## src/sv/assert_macros.svh

```systemverilog
// Assertion helpers shared by the RTL. Every check is sampled on the rising
// edge of clk and is switched off while rst_n is low.
`ifndef ASSERT_MACROS_SVH
`define ASSERT_MACROS_SVH

// A property that must hold in the same cycle.
`define PLC_ASSERT(name, prop, msg) \
    name: assert property (@(posedge clk) disable iff (!rst_n) (prop)) else $error(msg);

// A condition that must be followed by a consequence in the next cycle.
`define PLC_ASSERT_NEXT(name, ante, cons, msg) \
    name: assert property (@(posedge clk) disable iff (!rst_n) (ante) |=> (cons)) \
        else $error(msg);

`endif

```

## src/sv/plc_pkg.sv

```systemverilog
package plc_pkg;

    // Lock modes as they appear on the mode output.
    typedef enum logic [2:0] {
        MODE_IDLE      = 3'd0,
        MODE_NEED_LEN  = 3'd1,
        MODE_ENTERING  = 3'd2,
        MODE_LOCKED    = 3'd3,
        MODE_UNLOCKING = 3'd4,
        MODE_UNLOCKED  = 3'd5,
        MODE_WAITING   = 3'd6
    } mode_t;

    typedef enum logic [1:0] {
        MENU_NONE     = 2'd0,
        MENU_IDLE     = 2'd1,
        MENU_LOCKED   = 2'd2,
        MENU_UNLOCKED = 2'd3
    } menu_t;

    // Event kinds on the operation input.
    localparam logic OP_BYTE  = 1'b0;
    localparam logic OP_TIMER = 1'b1;

    // Register indexes on the configuration port.
    localparam logic [1:0] REG_BLINK_COUNT  = 2'd0;
    localparam logic [1:0] REG_BLINK_PERIOD = 2'd1;
    localparam logic [1:0] REG_ACCEPT_DELAY = 2'd2;

    localparam logic [3:0] BLINK_COUNT_RST  = 4'd6;
    localparam logic [7:0] BLINK_PERIOD_RST = 8'h64;
    localparam logic [7:0] ACCEPT_DELAY_RST = 8'd205;

    // Command characters.
    localparam logic [7:0] CHAR_S_UP = 8'h53;
    localparam logic [7:0] CHAR_S_LO = 8'h73;
    localparam logic [7:0] CHAR_U_UP = 8'h55;
    localparam logic [7:0] CHAR_U_LO = 8'h75;
    localparam logic [7:0] CHAR_R_UP = 8'h52;
    localparam logic [7:0] CHAR_R_LO = 8'h72;
    localparam logic [7:0] CHAR_L_UP = 8'h4C;
    localparam logic [7:0] CHAR_L_LO = 8'h6C;
    localparam logic [7:0] CHAR_ONE  = 8'h31;
    localparam logic [7:0] CHAR_ZERO = 8'h30;

    typedef struct packed {
        logic [3:0] blink_count;
        logic [7:0] blink_period;
        logic [7:0] accept_delay;
    } cfg_t;

    typedef struct packed {
        mode_t      mode;
        logic [7:0] led_mask;
        logic       timer_start;
        logic [7:0] timer_load;
        menu_t      menu;
    } result_t;

    // Lights the n low LEDs; eight or more light all of them.
    function automatic logic [7:0] fill_mask(input logic [3:0] n);
        logic [7:0] m;
        m = 8'hFF;
        if (n < 4'd8)
        begin
            m = 8'((9'd1 << n) - 9'd1);
        end
        return m;
    endfunction

endpackage

```

## src/sv/plc_cfg.sv

```systemverilog
module plc_cfg (
    input  logic                clk,
    input  logic                rst_n,
    input  logic                psel,
    input  logic                penable,
    input  logic                pwrite,
    input  logic [3:0]          paddr,
    input  logic [31:0]         pwdata,
    output logic [31:0]         prdata,
    output logic                pready,
    output plc_pkg::cfg_t       cfg
);

    plc_pkg::cfg_t cfg_reg;
    logic          wr_en;

    assign pready = 1'b1;
    assign wr_en  = psel && penable && pwrite;
    assign cfg    = cfg_reg;

    always_ff @(posedge clk or negedge rst_n)
    begin
        if (!rst_n)
        begin
            cfg_reg.blink_count  <= plc_pkg::BLINK_COUNT_RST;
            cfg_reg.blink_period <= plc_pkg::BLINK_PERIOD_RST;
            cfg_reg.accept_delay <= plc_pkg::ACCEPT_DELAY_RST;
        end
        else if (wr_en)
        begin
            unique case (paddr[3:2])
                plc_pkg::REG_BLINK_COUNT:  cfg_reg.blink_count  <= pwdata[3:0];
                plc_pkg::REG_BLINK_PERIOD: cfg_reg.blink_period <= pwdata[7:0];
                plc_pkg::REG_ACCEPT_DELAY: cfg_reg.accept_delay <= pwdata[7:0];
                default: ;
            endcase
        end
    end

    always_comb
    begin
        unique case (paddr[3:2])
            plc_pkg::REG_BLINK_COUNT:  prdata = {28'd0, cfg_reg.blink_count};
            plc_pkg::REG_BLINK_PERIOD: prdata = {24'd0, cfg_reg.blink_period};
            plc_pkg::REG_ACCEPT_DELAY: prdata = {24'd0, cfg_reg.accept_delay};
            default:                   prdata = 32'd0;
        endcase
    end

endmodule

```

## src/sv/plc_core.sv

```systemverilog
module plc_core #(
    parameter int MAX_SECRET_LEN = 8
) (
    input  logic             clk,
    input  logic             rst_n,
    input  logic             step_en,
    input  logic             operation,
    input  logic [7:0]       rx_byte,
    input  plc_pkg::cfg_t    cfg,
    output plc_pkg::result_t result
);

    localparam int         IDX_W    = (MAX_SECRET_LEN > 1) ? $clog2(MAX_SECRET_LEN) : 1;
    localparam logic [3:0] MAX_LEN  = 4'(MAX_SECRET_LEN);
    localparam logic [7:0] LEN_LAST = 8'(48 + MAX_SECRET_LEN);

    plc_pkg::mode_t mode_reg, mode_next;
    logic [3:0]     secret_length_reg, secret_length_next;
    logic [3:0]     position_reg, position_next;
    logic           mismatch_seen_reg, mismatch_seen_next;
    logic           was_accepted_reg, was_accepted_next;
    logic [3:0]     blink_counter_reg, blink_counter_next;
    logic [7:0]     led_value_reg, led_value_next;
    logic [7:0]     secret_reg [MAX_SECRET_LEN];

    logic           is_byte, is_timer;
    logic           is_s, is_u, is_r, is_l, len_ok;
    logic [3:0]     pos_inc, blink_inc;
    logic           entry_done, pos_in_range, mismatch_now, blink_more;
    logic [7:0]     secret_rd;
    logic           secret_we;
    logic           tstart;
    logic [7:0]     tload;
    plc_pkg::menu_t menu;

    assign is_byte  = (operation == plc_pkg::OP_BYTE);
    assign is_timer = (operation == plc_pkg::OP_TIMER);
    assign is_s     = (rx_byte == plc_pkg::CHAR_S_UP) || (rx_byte == plc_pkg::CHAR_S_LO);
    assign is_u     = (rx_byte == plc_pkg::CHAR_U_UP) || (rx_byte == plc_pkg::CHAR_U_LO);
    assign is_r     = (rx_byte == plc_pkg::CHAR_R_UP) || (rx_byte == plc_pkg::CHAR_R_LO);
    assign is_l     = (rx_byte == plc_pkg::CHAR_L_UP) || (rx_byte == plc_pkg::CHAR_L_LO);
    assign len_ok   = (rx_byte >= plc_pkg::CHAR_ONE) && (rx_byte <= LEN_LAST);

    assign pos_inc      = position_reg + 4'd1;
    assign entry_done   = (pos_inc >= secret_length_reg);
    assign pos_in_range = (position_reg < MAX_LEN);
    assign secret_rd    = pos_in_range ? secret_reg[position_reg[IDX_W-1:0]] : 8'd0;
    assign mismatch_now = mismatch_seen_reg || (secret_rd != rx_byte);
    assign blink_inc    = blink_counter_reg + 4'd1;
    assign blink_more   = (blink_inc < cfg.blink_count);

    // Next mode.
    always_comb
    begin
        mode_next = mode_reg;
        if (is_byte)
        begin
            unique case (mode_reg)
                plc_pkg::MODE_IDLE:
                    if (is_s) mode_next = plc_pkg::MODE_NEED_LEN;
                plc_pkg::MODE_NEED_LEN:
                    if (len_ok) mode_next = plc_pkg::MODE_ENTERING;
                plc_pkg::MODE_ENTERING:
                    if (entry_done) mode_next = plc_pkg::MODE_UNLOCKED;
                plc_pkg::MODE_LOCKED:
                    if (is_u) mode_next = plc_pkg::MODE_UNLOCKING;
                plc_pkg::MODE_UNLOCKING:
                    if (entry_done) mode_next = plc_pkg::MODE_WAITING;
                plc_pkg::MODE_UNLOCKED:
                    if (is_r)
                    begin
                        mode_next = plc_pkg::MODE_IDLE;
                    end
                    else if (is_l)
                    begin
                        mode_next = plc_pkg::MODE_LOCKED;
                    end
                default: ;
            endcase
        end
        else if (mode_reg == plc_pkg::MODE_WAITING)
        begin
            if (was_accepted_reg)
            begin
                mode_next = plc_pkg::MODE_UNLOCKED;
            end
            else if (!blink_more)
            begin
                mode_next = plc_pkg::MODE_LOCKED;
            end
        end
    end

    // Datapath registers and result fields.
    always_comb
    begin
        secret_length_next = secret_length_reg;
        position_next      = position_reg;
        mismatch_seen_next = mismatch_seen_reg;
        was_accepted_next  = was_accepted_reg;
        blink_counter_next = blink_counter_reg;
        led_value_next     = led_value_reg;
        secret_we          = 1'b0;
        tstart             = 1'b0;
        tload              = 8'd0;
        menu               = plc_pkg::MENU_NONE;
        if (is_byte)
        begin
            unique case (mode_reg)
                plc_pkg::MODE_NEED_LEN:
                    if (len_ok)
                    begin
                        // The digits '1' to '9' carry their value in the low nibble.
                        secret_length_next = rx_byte[3:0];
                        position_next      = 4'd0;
                    end
                plc_pkg::MODE_ENTERING:
                begin
                    secret_we     = pos_in_range;
                    position_next = pos_inc;
                    if (entry_done) menu = plc_pkg::MENU_UNLOCKED;
                end
                plc_pkg::MODE_LOCKED:
                    if (is_u)
                    begin
                        position_next      = 4'd0;
                        mismatch_seen_next = 1'b0;
                    end
                plc_pkg::MODE_UNLOCKING:
                begin
                    mismatch_seen_next = mismatch_now;
                    position_next      = pos_inc;
                    led_value_next     = plc_pkg::fill_mask(pos_inc);
                    if (entry_done)
                    begin
                        tstart = 1'b1;
                        if (mismatch_now)
                        begin
                            was_accepted_next  = 1'b0;
                            blink_counter_next = 4'd0;
                            led_value_next     = 8'd0;
                            tload              = cfg.blink_period;
                        end
                        else
                        begin
                            was_accepted_next = 1'b1;
                            tload             = cfg.accept_delay;
                        end
                    end
                end
                plc_pkg::MODE_UNLOCKED:
                    if (is_r)
                    begin
                        menu = plc_pkg::MENU_IDLE;
                    end
                    else if (is_l)
                    begin
                        menu = plc_pkg::MENU_LOCKED;
                    end
                default: ;
            endcase
        end
        else if (is_timer && (mode_reg == plc_pkg::MODE_WAITING))
        begin
            if (was_accepted_reg)
            begin
                led_value_next = 8'd0;
                menu           = plc_pkg::MENU_UNLOCKED;
            end
            else
            begin
                blink_counter_next = blink_inc;
                led_value_next     = blink_inc[0] ? plc_pkg::fill_mask(secret_length_reg)
                                                  : 8'd0;
                if (blink_more)
                begin
                    tstart = 1'b1;
                    tload  = cfg.blink_period;
                end
                else
                begin
                    menu = plc_pkg::MENU_LOCKED;
                end
            end
        end
    end

    assign result.mode        = mode_next;
    assign result.led_mask    = led_value_next;
    assign result.timer_start = tstart;
    assign result.timer_load  = tload;
    assign result.menu        = menu;

    always_ff @(posedge clk or negedge rst_n)
    begin
        if (!rst_n)
        begin
            mode_reg          <= plc_pkg::MODE_IDLE;
            secret_length_reg <= 4'd0;
            position_reg      <= 4'd0;
            mismatch_seen_reg <= 1'b0;
            was_accepted_reg  <= 1'b0;
            blink_counter_reg <= 4'd0;
            led_value_reg     <= 8'd0;
        end
        else if (step_en)
        begin
            mode_reg          <= mode_next;
            secret_length_reg <= secret_length_next;
            position_reg      <= position_next;
            mismatch_seen_reg <= mismatch_seen_next;
            was_accepted_reg  <= was_accepted_next;
            blink_counter_reg <= blink_counter_next;
            led_value_reg     <= led_value_next;
        end
    end

    // Secret storage has no reset; every entry is written before it is compared.
    always_ff @(posedge clk)
    begin
        if (step_en && secret_we)
        begin
            secret_reg[position_reg[IDX_W-1:0]] <= rx_byte;
        end
    end

endmodule

```

## src/sv/password_lock_controller.sv

```systemverilog
// Password lock controller. Each input item is either a received serial byte
// (operation 0) or the expiry of the external period timer (operation 1), and
// each item yields exactly one result item with the mode after the event, the
// LED mask, a timer start request with its load value and a menu request.
// 'S' followed by a digit from 1 to MAX_SECRET_LEN and that many bytes stores
// the password and opens the lock; when open, 'L' locks and 'R' returns to
// idle; when locked, 'U' followed by the stored number of bytes tries to
// unlock, and the LEDs count the entered bytes. A correct entry asks for a
// timer run of accept_delay and opens on the next expiry; a wrong one blinks
// the mask for blink_count periods of blink_period and then relocks. Bytes
// that mean nothing in the current mode, and expiries outside the waiting
// mode, leave the state alone and return the current mode and LEDs.
// Flow: an accepted item is held in an input register, processed by the state
// logic once the output register can take its result, and its result is
// captured in the output register, from which it is offered on out_valid.
// One item is accepted every cycle as long as out_stall stays low; the only
// limit on throughput is the single output register, which stalls the input
// side while a result waits to be taken and another item is already held.
// Configuration registers sit on a small APB port at byte addresses 0, 4
// and 8 and should be written only while no item is in flight.
module password_lock_controller #(
    parameter int MAX_SECRET_LEN = 8
) (
    input  logic        clk,
    input  logic        rst_n,
    // Configuration port.
    input  logic        psel,
    input  logic        penable,
    input  logic        pwrite,
    input  logic [3:0]  paddr,
    input  logic [31:0] pwdata,
    output logic [31:0] prdata,
    output logic        pready,
    // Input item channel.
    input  logic        in_valid,
    output logic        in_stall,
    input  logic        operation,
    input  logic [7:0]  rx_byte,
    // Result item channel.
    output logic        out_valid,
    input  logic        out_stall,
    output logic [2:0]  mode,
    output logic [7:0]  led_mask,
    output logic        timer_start,
    output logic [7:0]  timer_load,
    output logic [1:0]  menu_request
);

`include "assert_macros.svh"

    plc_pkg::cfg_t    cfg;
    plc_pkg::result_t step_result;
    plc_pkg::result_t result_reg;

    logic       in_full_reg;
    logic       op_reg;
    logic [7:0] byte_reg;
    logic       out_valid_reg;
    logic       out_free;
    logic       advance;
    logic       in_take;

    plc_cfg u_cfg (
        .clk     (clk),
        .rst_n   (rst_n),
        .psel    (psel),
        .penable (penable),
        .pwrite  (pwrite),
        .paddr   (paddr),
        .pwdata  (pwdata),
        .prdata  (prdata),
        .pready  (pready),
        .cfg     (cfg)
    );

    // The output register is free when empty or when its result leaves now.
    // A held item is processed whenever the output register can take its result.
    assign out_free = !out_valid_reg || !out_stall;
    assign advance  = in_full_reg && out_free;
    assign in_stall = in_full_reg && !out_free;
    assign in_take  = in_valid && !in_stall;

    always_ff @(posedge clk or negedge rst_n)
    begin
        if (!rst_n)
        begin
            in_full_reg <= 1'b0;
        end
        else if (in_take)
        begin
            in_full_reg <= 1'b1;
        end
        else if (advance)
        begin
            in_full_reg <= 1'b0;
        end
    end

    always_ff @(posedge clk)
    begin
        if (in_take)
        begin
            op_reg   <= operation;
            byte_reg <= rx_byte;
        end
    end

    plc_core #(
        .MAX_SECRET_LEN (MAX_SECRET_LEN)
    ) u_core (
        .clk       (clk),
        .rst_n     (rst_n),
        .step_en   (advance),
        .operation (op_reg),
        .rx_byte   (byte_reg),
        .cfg       (cfg),
        .result    (step_result)
    );

    always_ff @(posedge clk or negedge rst_n)
    begin
        if (!rst_n)
        begin
            out_valid_reg <= 1'b0;
        end
        else if (out_free)
        begin
            out_valid_reg <= advance;
        end
    end

    always_ff @(posedge clk)
    begin
        if (advance)
        begin
            result_reg <= step_result;
        end
    end

    assign out_valid    = out_valid_reg;
    assign mode         = 3'(result_reg.mode);
    assign led_mask     = result_reg.led_mask;
    assign timer_start  = result_reg.timer_start;
    assign timer_load   = result_reg.timer_load;
    assign menu_request = 2'(result_reg.menu);

    // A timer load value is only ever presented together with a start request.
    `PLC_ASSERT(a_load_needs_start, !out_valid || timer_start || (timer_load == 8'd0), "timer load without start")

    // The timer is started only on the way into, or while staying in, the waiting mode.
    `PLC_ASSERT(a_start_in_waiting, !(out_valid && timer_start) || (mode == plc_pkg::MODE_WAITING), "timer start outside waiting")

    // A locked menu request always comes with the locked mode.
    `PLC_ASSERT(a_menu_locked, !(out_valid && (menu_request == plc_pkg::MENU_LOCKED)) || (mode == plc_pkg::MODE_LOCKED), "locked menu in wrong mode")

    // An accepted item is held until the core takes it.
    `PLC_ASSERT_NEXT(a_item_held, in_valid && !in_stall, in_full_reg, "accepted item not held")

endmodule
```

## config.mk

```make
export PLATFORM = sky130hd
export DESIGN_NAME = password_lock_controller
export DESIGN_NICKNAME = d
export VERILOG_FILES = /design/src/sv/plc_pkg.sv /design/src/sv/plc_cfg.sv /design/src/sv/plc_core.sv /design/src/sv/password_lock_controller.sv
export VERILOG_INCLUDE_DIRS = /design/src /design/src/sv
export SDC_FILE = /design/constraint.sdc
export NUM_CORES = 1
export LEC_CHECK = 0
export ABC_AREA = 1
export BUFFER_PORTS_ARGS = -buffer_cell sky130_fd_sc_hd__clkbuf_2
export CAP_MARGIN = 20
export CORE_UTILIZATION = 60
export CTS_CLUSTER_DIAMETER = 60
export DETAILED_ROUTE_END_ITERATION = 16
export PLACE_DENSITY = 0.83
export REMOVE_ABC_BUFFERS = 1
export SETUP_SLACK_MARGIN = 0.4
export SYNTH_ARGS = -nofsm -noshare
export SYNTH_HDL_FRONTEND = slang
export SYNTH_SLANG_ARGS = --single-unit
```

## constraint.sdc

```tcl
create_clock -name clk -period 4.99 [get_ports clk]
set_input_delay 0.2495 -clock clk [delete_from_list [all_inputs] [get_ports clk]]
set_output_delay 0.2495 -clock clk [all_outputs]
set_load 0.05 [all_outputs]
```

# Word level (Yosys, flattened, before mapping)
# Memories as Yosys holds them, arrays and structs flattened.
# Index checks and enable logic that the tools add are counted.
# word_totals
regBits,78
mem_count,1
in_bits,52
ramBits,64
elab_cells,152
# mem_list
memory,words,width,read_ports,rd_clocked_by_memory_dff,write_ports,line,text
u_core.secret_reg,8,8,1,0,1,plc_core.sv:24,logic [7:0] secret_reg [MAX_SECRET_LEN];
# classes
n_shift,2
n_bitwise,1
eq_ne,21
mux,62
n_lt_le_gt_ge,7
add_sub_neg,4
n_reduce_logical,35
# ops
cell,n
8-bit 2-to-1 mux,17
"8-bit by 7-bit == test with 1-bit output, second input constant",8
3-bit 2-to-1 mux,11
4-bit 2-to-1 mux,8
8-bit case mux with 3 select lines,1
3-bit case mux with 6 select lines,1
"1-bit by 4-bit << shifter with 8-bit output, first input constant",2
"8-bit by 1-bit subtractor with 8-bit output, second input constant",2
1-bit 2-to-1 mux,14
2-bit 2-to-1 mux,7
"4-bit < comparator, second input constant",3
4-bit case mux with 3 select lines,1
4-bit AND reduction,3
2-bit nonzero test,5
"3-bit == test, second input constant",3
"4-bit by 1-bit adder with 4-bit output, second input constant",2
"8-bit by 6-bit >= comparator with 1-bit output, second input constant",1
"8-bit by 6-bit <= comparator with 1-bit output, second input constant",1
1-bit logical AND,8
8-bit inequality test,1
"3-bit by 2-bit == test with 1-bit output, second input constant",2
1-bit logical OR,6
"2-bit by 1-bit inequality test with 1-bit output, second input constant",3
2-bit AND reduction,3
other kinds (16),19

# Depth between registers and ports, before layout
# Gate-level depths: netlist (run 1).
# logic_depth
word_depth,8
ltp_mapped,20
depth_no_buf,19

# By module
# From an unflattened synthesis (run 1), not the netlist that was laid out.
# unflattened
cells_unflattened,896
area_unflattened_um2,7562.3
# modules_own_cells
mod,cells_per_inst,area_each_um2,seq_area_each_um2,instances
plc_core,700,5368.9,2547.4,1
plc_cfg,153,1167.4,513.0,1
password_lock_controller,43,1026.0,980.9,1

# Worst setup path before layout (run 1)
# Ideal clock, no wire load.
# synth_path
kind,register to register
from,register out_valid_reg (netlist: out_valid)
to,"memory u_core.secret_reg[0][0], enable pin"
t_arrival_ns,2.208
required_ns,4.595
setup_time_ns,0.395
period_less_slack_ns,2.603
stages_incl_launch_ff,7
setup_slack_ns,2.387
cell_sequence,dfrtp_1 nand2_1 nand2_1 clkbuf_1 nor2_1 nand3_1 nor4_1
# synth_between
elab_chain_cells,6
# synth_rtl
element,line,text
start: declaration,password_lock_controller.sv:58,logic out_valid_reg;
start signal: assignment,password_lock_controller.sv:128,out_valid_reg <= advance;
1-bit zero test,password_lock_controller.sv:78,assign out_free = !out_valid_reg || !out_stall;
1-bit logical OR,password_lock_controller.sv:78,
1-bit logical AND,password_lock_controller.sv:79,assign advance = in_full_reg && out_free;
1-bit logical AND,plc_core.sv:221,if (step_en && secret_we)
1-bit 2-to-1 mux,plc_core.sv:221,
1-bit 2-to-1 mux (implied by the code),plc_core.sv:223,secret_reg[position_reg[IDX_W-1:0]] <= rx_byte;
end: declaration,plc_core.sv:24,
# No other way between the ends.

==> results.md, run 1 <==
* Outcome: finished clean
* Slew HR at 30.9%
* EDFF count, synth at 95
* Skew final at 6.48 ps
* Power share of the combinational group at 33.5%
* Pre-antenna DRT Iters at 9
* Final Power at 4140 uW
* DRT Wirelength at 16.0 mm
* Number of CTS-inserted buffers at 17
* Fin crit period at 3140 ps
* Reg-to-reg slack, setup at 1850 ps
* Tcrit/Tclk final at 63.0%
* Largest net degree at the start of global routing at 48
* Cell taking the most area after synthesis: edfxtp_1
* Die Y at 113 um
* Top Metal Used: met4
* First-pass GRT wire length at 26.1 mm
* Clock power share at 28.5%
* Power density over the cells at 493 nW/um^2
* Dominant synthesized flop cell: edfxtp_1
* Vias in the first global route at 5535
* Fmax at 318 MHz
* Max-cap violations at 0
* Adder-Cell Fraction of Synth Area at 2.54%
* Gpl congestion at 0.893
* Part of the power in registers at 38.0%
* Sink Count at 142
* Port Buffers at 57
* Largest family of logic cells by synthesized area: simple AND/OR/NAND/NOR gates
* Avg Cell Area, Syn at 8.81 sq um
* Reg2Reg Depth at 13
* TNS Setup at 0 ps
* Flip-flop and latch area at 4040 sq um
* Leakage at 0.00393 uW
* # diodes at 0
* Worst Setup SP: u_core.position_reg[1]
* Post-synthesis sequential element count at 142
* Antenna violations before repair at 0
* Nets@finish at 984
* CTS max path bufs at 2
* Largest register FFs at 64
* Area share of the leading cell type in the synthesized netlist at 38.5%
* Worst R2R End: timer_load[3]
* Synth Area in Compound Gates at 7.39%
* Root Driver: clkbuf_16
* Maximum VDD drop at 0.000341 V
* DR vias/cell at 5.47
* Internal at 2570 uW
* Hold Path Class: input port to flop
* Crit start category: flop
* Die X at 113 um
* Detailed Place HPWL at 10.6 mm
* Synth Instances at 840
* Total Routing Usage GR at 26.8%
* Sw power at 1570 uW
* Synth unique cells at 42
* Via count at 5889
* Synth warn at 0
* Core area at 12000 sq um
* Worst path required time at 5150 ps
* Post-synthesis xor/xnor area fraction at 1.42%
* Setup-failing EPs final at 0
* H-tree levels at 4
* Clk_lat worst skew at 420 ps
* Drc violations at 0
* Metal-1 WL at 6.63 mm
* Final Cell Area at 8390 sq um
* Share of layout cells above drive strength 1 at 14.1%
* Starting Density at 61.6%
* ANT nets after route at 0
* Synth Area in Simple Gates at 23.7%
* Per-cell routed wire length at 14.9 um
* Dpl cell area at 7720 sq um
* RSZ-0062 raised after global routing: no
* Setup Crit Path Kind: flop to flop
* Top Ports at 109
* Multi-input gate area at 2680 sq um
* Worst-Margin Slew at 1030 ps
* Initial drt markers at 596
* Switching fraction of total power at 37.9%
* Met2 WL post-DR at 7.91 mm
* Area Growth Syn to Fin at 13.4%
* Critical Path Sink: timer_load[3]
* Most common cell after layout, fill and taps aside: nand2_1
* Fillers at 862
* Pre-CTS setup slack at 1900 ps
* Final Slew Violations at 0
* Post CTS Setup Buffer Count at 0
* Met3 wire len at 1.07 mm
* RR Startpoint: u_core.position_reg[1]
* Total gr overflow at 0
* Commonest non-fill, non-tap cells in the layout: nand2_1 (269), inv_1 (114), edfxtp_1 (95), nand3_1 (64), o21ai_0 (63)
* Mux cell area share after synthesis at 0%
* Sequential area share after synthesis at 54.6%
* Max FO, Critical Path at 17
* Crit path capture type: flop
* CTS tree: built
* Post-Syn Area at 7400 sq um
* Async set or reset register ratio after synthesis at 33.1%
* Row cnt at 40
* Final WS setup at 1850 ps
* Die footprint at 12800 sq um
* Final Hold Vio Count at 0
* Worst EP arrival at 3310 ps
* Worst hold slack at 46.8 ps
* Clock transition at the registers of the reported paths at 60 ps
* Area contributors post-synth: edfxtp_1 (39%), nand2_1 (14%), dfrtp_1 (13%)
-- worst min-delay path by stage --
stage	from	end	slack, ps	cells after the start
after CTS	pwdata[6]	u_cfg.cfg[6]	30	3
after detailed placement	rst_n	u_core.led_value_reg[5]	380	2
after floorplan	rst_n	in_full_reg	-50	0
after global placement	rst_n	u_core.led_value_reg[7]	380	2
final	pwdata[6]	u_cfg.cfg[6]	50	3
after global routing	pwdata[5]	u_cfg.cfg[13]	40	3
-- per-layer routing --
| metal | track usage, % | up-vias |
|---|---|---|
| met5 | 0 | - |
| met4 | 12.3 | 0 |
| met3 | 5.52 | 43 |
| met2 | 44.3 | 244 |
| met1 | 34.4 | 2757 |
| li1 | - | 2845 |
-- power groups by stage --
stage	Sequential [uW]	Combinational [uW]	Clock, uW
6_report	1570	1390	1180
3_3_place_gp	1580	1310	0
3_5_place_dp	1590	1350	0
2_1_floorplan	1680	928	0
5_1_grt	1590	1550	1230
4_1_cts	1570	1370	1190
-- area by class of cell --
cell class,count,share of cell area (%)
sequential,142,48.2
multi-input combinational,558,32.0
clock buffer,28,6.41
timing repair buffer,77,5.49
inverter,121,5.47
tap,147,2.19
clock inverter,4,0.283
-- cells in the mapped netlist, types with 7 or more instances --
| cell type | number |
|---|---|
| nand2_1 | 269 |
| inv_1 | 114 |
| edfxtp_1 | 95 |
| nand3_1 | 64 |
| o21ai_0 | 63 |
| dfrtp_1 | 37 |
| nor2_1 | 32 |
| buf_4 | 29 |
| a21oi_1 | 17 |
| ha_1 | 15 |
| o211ai_1 | 11 |
| dfstp_2 | 10 |
| nor4_1 | 8 |
| nor2_2 | 7 |
| nor3_1 | 7 |
-- metrics by stage --
step	util [%]	std cells
floorplan	-	821
global placement	64.3	1034
detailed placement	64.3	1034
CTS	69.8	1076
global route	69.9	1077
finish	69.9	1077
-- worst max-delay path: stages, from the launching register on --
cell and delay [ps]:
dfrtp_1 740, inv_2 250, ha_1 360, ha_1 300
inv_1 60, nor2_1 40, o211ai_1 170, nand3_1 260
nand2_1 120, nor2_1 40, inv_1 200, nand2_1 120
o21ai_2 120, o21ai_0 110
-- cells by family (layout without fill, tap and decap cells) --
group	after synthesis	count (layout)
other	2	25
XOR/XNOR	9	9
AO/OA/AOI/OAI	100	100
buffers and inverters	163	230
adder cells (fa/ha/maj)	15	15
AND/OR/NAND/NOR	409	409
flip-flops	142	142
-- repair_timing --
item / CTS / global route
resized for setup: 0 / 0
endpoints found under the setup margin: 0 / 0
hold buffers: 10 / 0
hold endpoints to repair: 46 / 0
No activity file was read; power rests on OpenSTA's default activity.
==> run 2, diff against run 1 <==
CORE_UTILIZATION = 58   (was 60)
PLACE_DENSITY = 0.81   (was 0.83)
clock period = 3.11 ns   (was 4.99 ns; I/O delays follow)
==> run 2 against run 1 <==
  * First-iteration DRC count is 23% lower
  * Maximum frequency is 23% higher
  * Register-to-register slack worse by 1300 ps
  * Non-clock buffer count is 18 higher
  * Clock power is 95% higher
  * Critical path type unchanged
  * Largest cell class unchanged
  * Largest power group unchanged
==> results.md, run 2 (synthesis results as in run 1) <==
* Outcome: finished clean
* Top Ports at 109
* Gpl congestion at 0.911
* Clock transition at the registers of the reported paths at 60 ps
* Port Buffers at 57
* Initial drt markers at 460
* Setup Crit Path Kind: flop to flop
* First-pass GRT wire length at 26.4 mm
* Final Cell Area at 8730 sq um
* Detailed Place HPWL at 10.5 mm
* Maximum VDD drop at 0.000621 V
* Share of layout cells above drive strength 1 at 15.8%
* Max FO, Critical Path at 8
* RSZ-0062 raised after global routing: no
* Clk_lat worst skew at 430 ps
* Hold Path Class: input port to flop
* Nets@finish at 1002
* Die footprint at 13200 sq um
* Per-cell routed wire length at 14.6 um
* Worst EP arrival at 2730 ps
* Sink Count at 142
* H-tree levels at 4
* CTS max path bufs at 2
* Drc violations at 0
* ANT nets after route at 0
* Worst path required time at 3280 ps
* CTS tree: built
* Pre-antenna DRT Iters at 6
* Post-layout util at 71.5%
* Dpl cell area at 7820 sq um
* Total Routing Usage GR at 26.8%
* DRT Wirelength at 16.2 mm
* Skew final at 7.64 ps
* Largest register FFs at 64
* Total gr overflow at 0
* Root Driver: clkbuf_16
* Core area at 12200 sq um
* Tcrit/Tclk final at 82.4%
* Max-cap violations at 0
* Number of CTS-inserted buffers at 17
* Final Slew Violations at 0
* Vias in the first global route at 5449
* Starting Density at 60.6%
* Slew HR at 48.4%
* Largest net degree at the start of global routing at 40
* Fin crit period at 2560 ps
* DR vias/cell at 5.23
* Die X at 115 um
* Final Hold Vio Count at 0
* Die Y at 115 um
* Worst-Margin Slew at 774 ps
* Antenna violations before repair at 0
* # diodes at 0
* Crit start category: flop
* Via count at 5841
* Leakage at 0.00406 uW
* Area Growth Syn to Fin at 17.9%
* Crit path capture type: flop
* Fmax at 390 MHz
* Power density over the cells at 820 nW/um^2
* Row cnt at 40
* Commonest non-fill, non-tap cells in the layout: nand2_1 (269), inv_1 (113), edfxtp_1 (95), nand3_1 (64), o21ai_0 (63)
* Most common cell after layout, fill and taps aside: nand2_1
* Final Power at 7150 uW
* Setup-failing EPs final at 0
==> run 2: cell count changes in the layout (fill, tap and decap cells not counted), moves of 2 or more <==
cell,previous run,this run
clkbuf_1,5,1
clkinv_2,3,1
nor2_2,7,5
buf_6,0,2
inv_6,1,3
dfrtp_2,0,2
bufinv_16,0,6
clkinvlp_4,0,2
dfrtp_1,37,35
buf_4,9,19
nor2_4,1,4
clkbuf_8,5,1
dlygate4sd3_1,10,17
==> run 2: layer usage <==
metal  GRT usage, %  part of all wire (%)  vias to the layer above
met5              0                     0                        -
met4           10.7                   1.8                        0
met3           5.17                   5.6                       27
met2           45.1                    50                      212
met1           34.3                    42                     2711
li1               -                     -                     2891
==> run 2: final cells by class <==
cell class	instances	area, sq um
clock buffer	19	443
clock inverter	13	235
fill	846	3490
inverter	121	459
multi-input combinational	558	2710
sequential	142	4040
tap	168	210
timing repair buffer	95	621
==> run 2: worst max-delay path: stages (launching register included) <==
cell	delay [ps]
dfrtp_2	470
ha_1	230
or2_2	320
nand2_4	110
ha_1	260
o211ai_1	120
nand3_1	140
nand2_1	90
nor2_1	50
inv_2	150
nand2_1	140
o21ai_4	120
o21ai_0	120
==> run 2: per-stage QoR <==
step           hold slack (ps)  setup TNS [ps]  worst slack [ps]  instances
2_1_floorplan             -140            -130             -25.9        821
3_5_place_dp               266               0               434       1065
4_1_cts                  0.154               0               428       1114
6_report                  23.7               0               547       1116
5_1_grt                   29.2               0               390       1116
3_3_place_gp               252               0               496       1065
==> run 2: power by group <==
group	switching (uW)	total [uW]	leakage [uW]	internal [uW]
combinational	1630	2370	0.00227	747
clock	774	2300	0.000324	1530
sequential	185	2470	0.00147	2290
==> run 2: final timing paths <==
check                                       startpoint                 endpoint  slack (ps)  depth (start not counted)
worst max-delay path            u_core.position_reg[0]            timer_load[1]         550                         12
worst min-delay path                         pwdata[0]             u_cfg.cfg[0]          20                          3
worst max register to register  u_core.position_reg[0]            timer_load[1]         550                         12
worst min register to register            u_cfg.cfg[9]             u_cfg.cfg[9]         490                          2
max in group asynchronous                        rst_n            u_cfg.cfg[10]        1970                          3
min in group asynchronous                        rst_n  u_core.led_value_reg[7]         340                          2
==> run 2: repair_timing <==
action | in CTS | in global routing
setup endpoints to repair | 2 | 31
pin swaps | 0 | 0
gates resized for setup | 1 | 10
hold endpoints to repair | 45 | 0
setup buffers | 0 | 2
hold buffers | 17 | 0
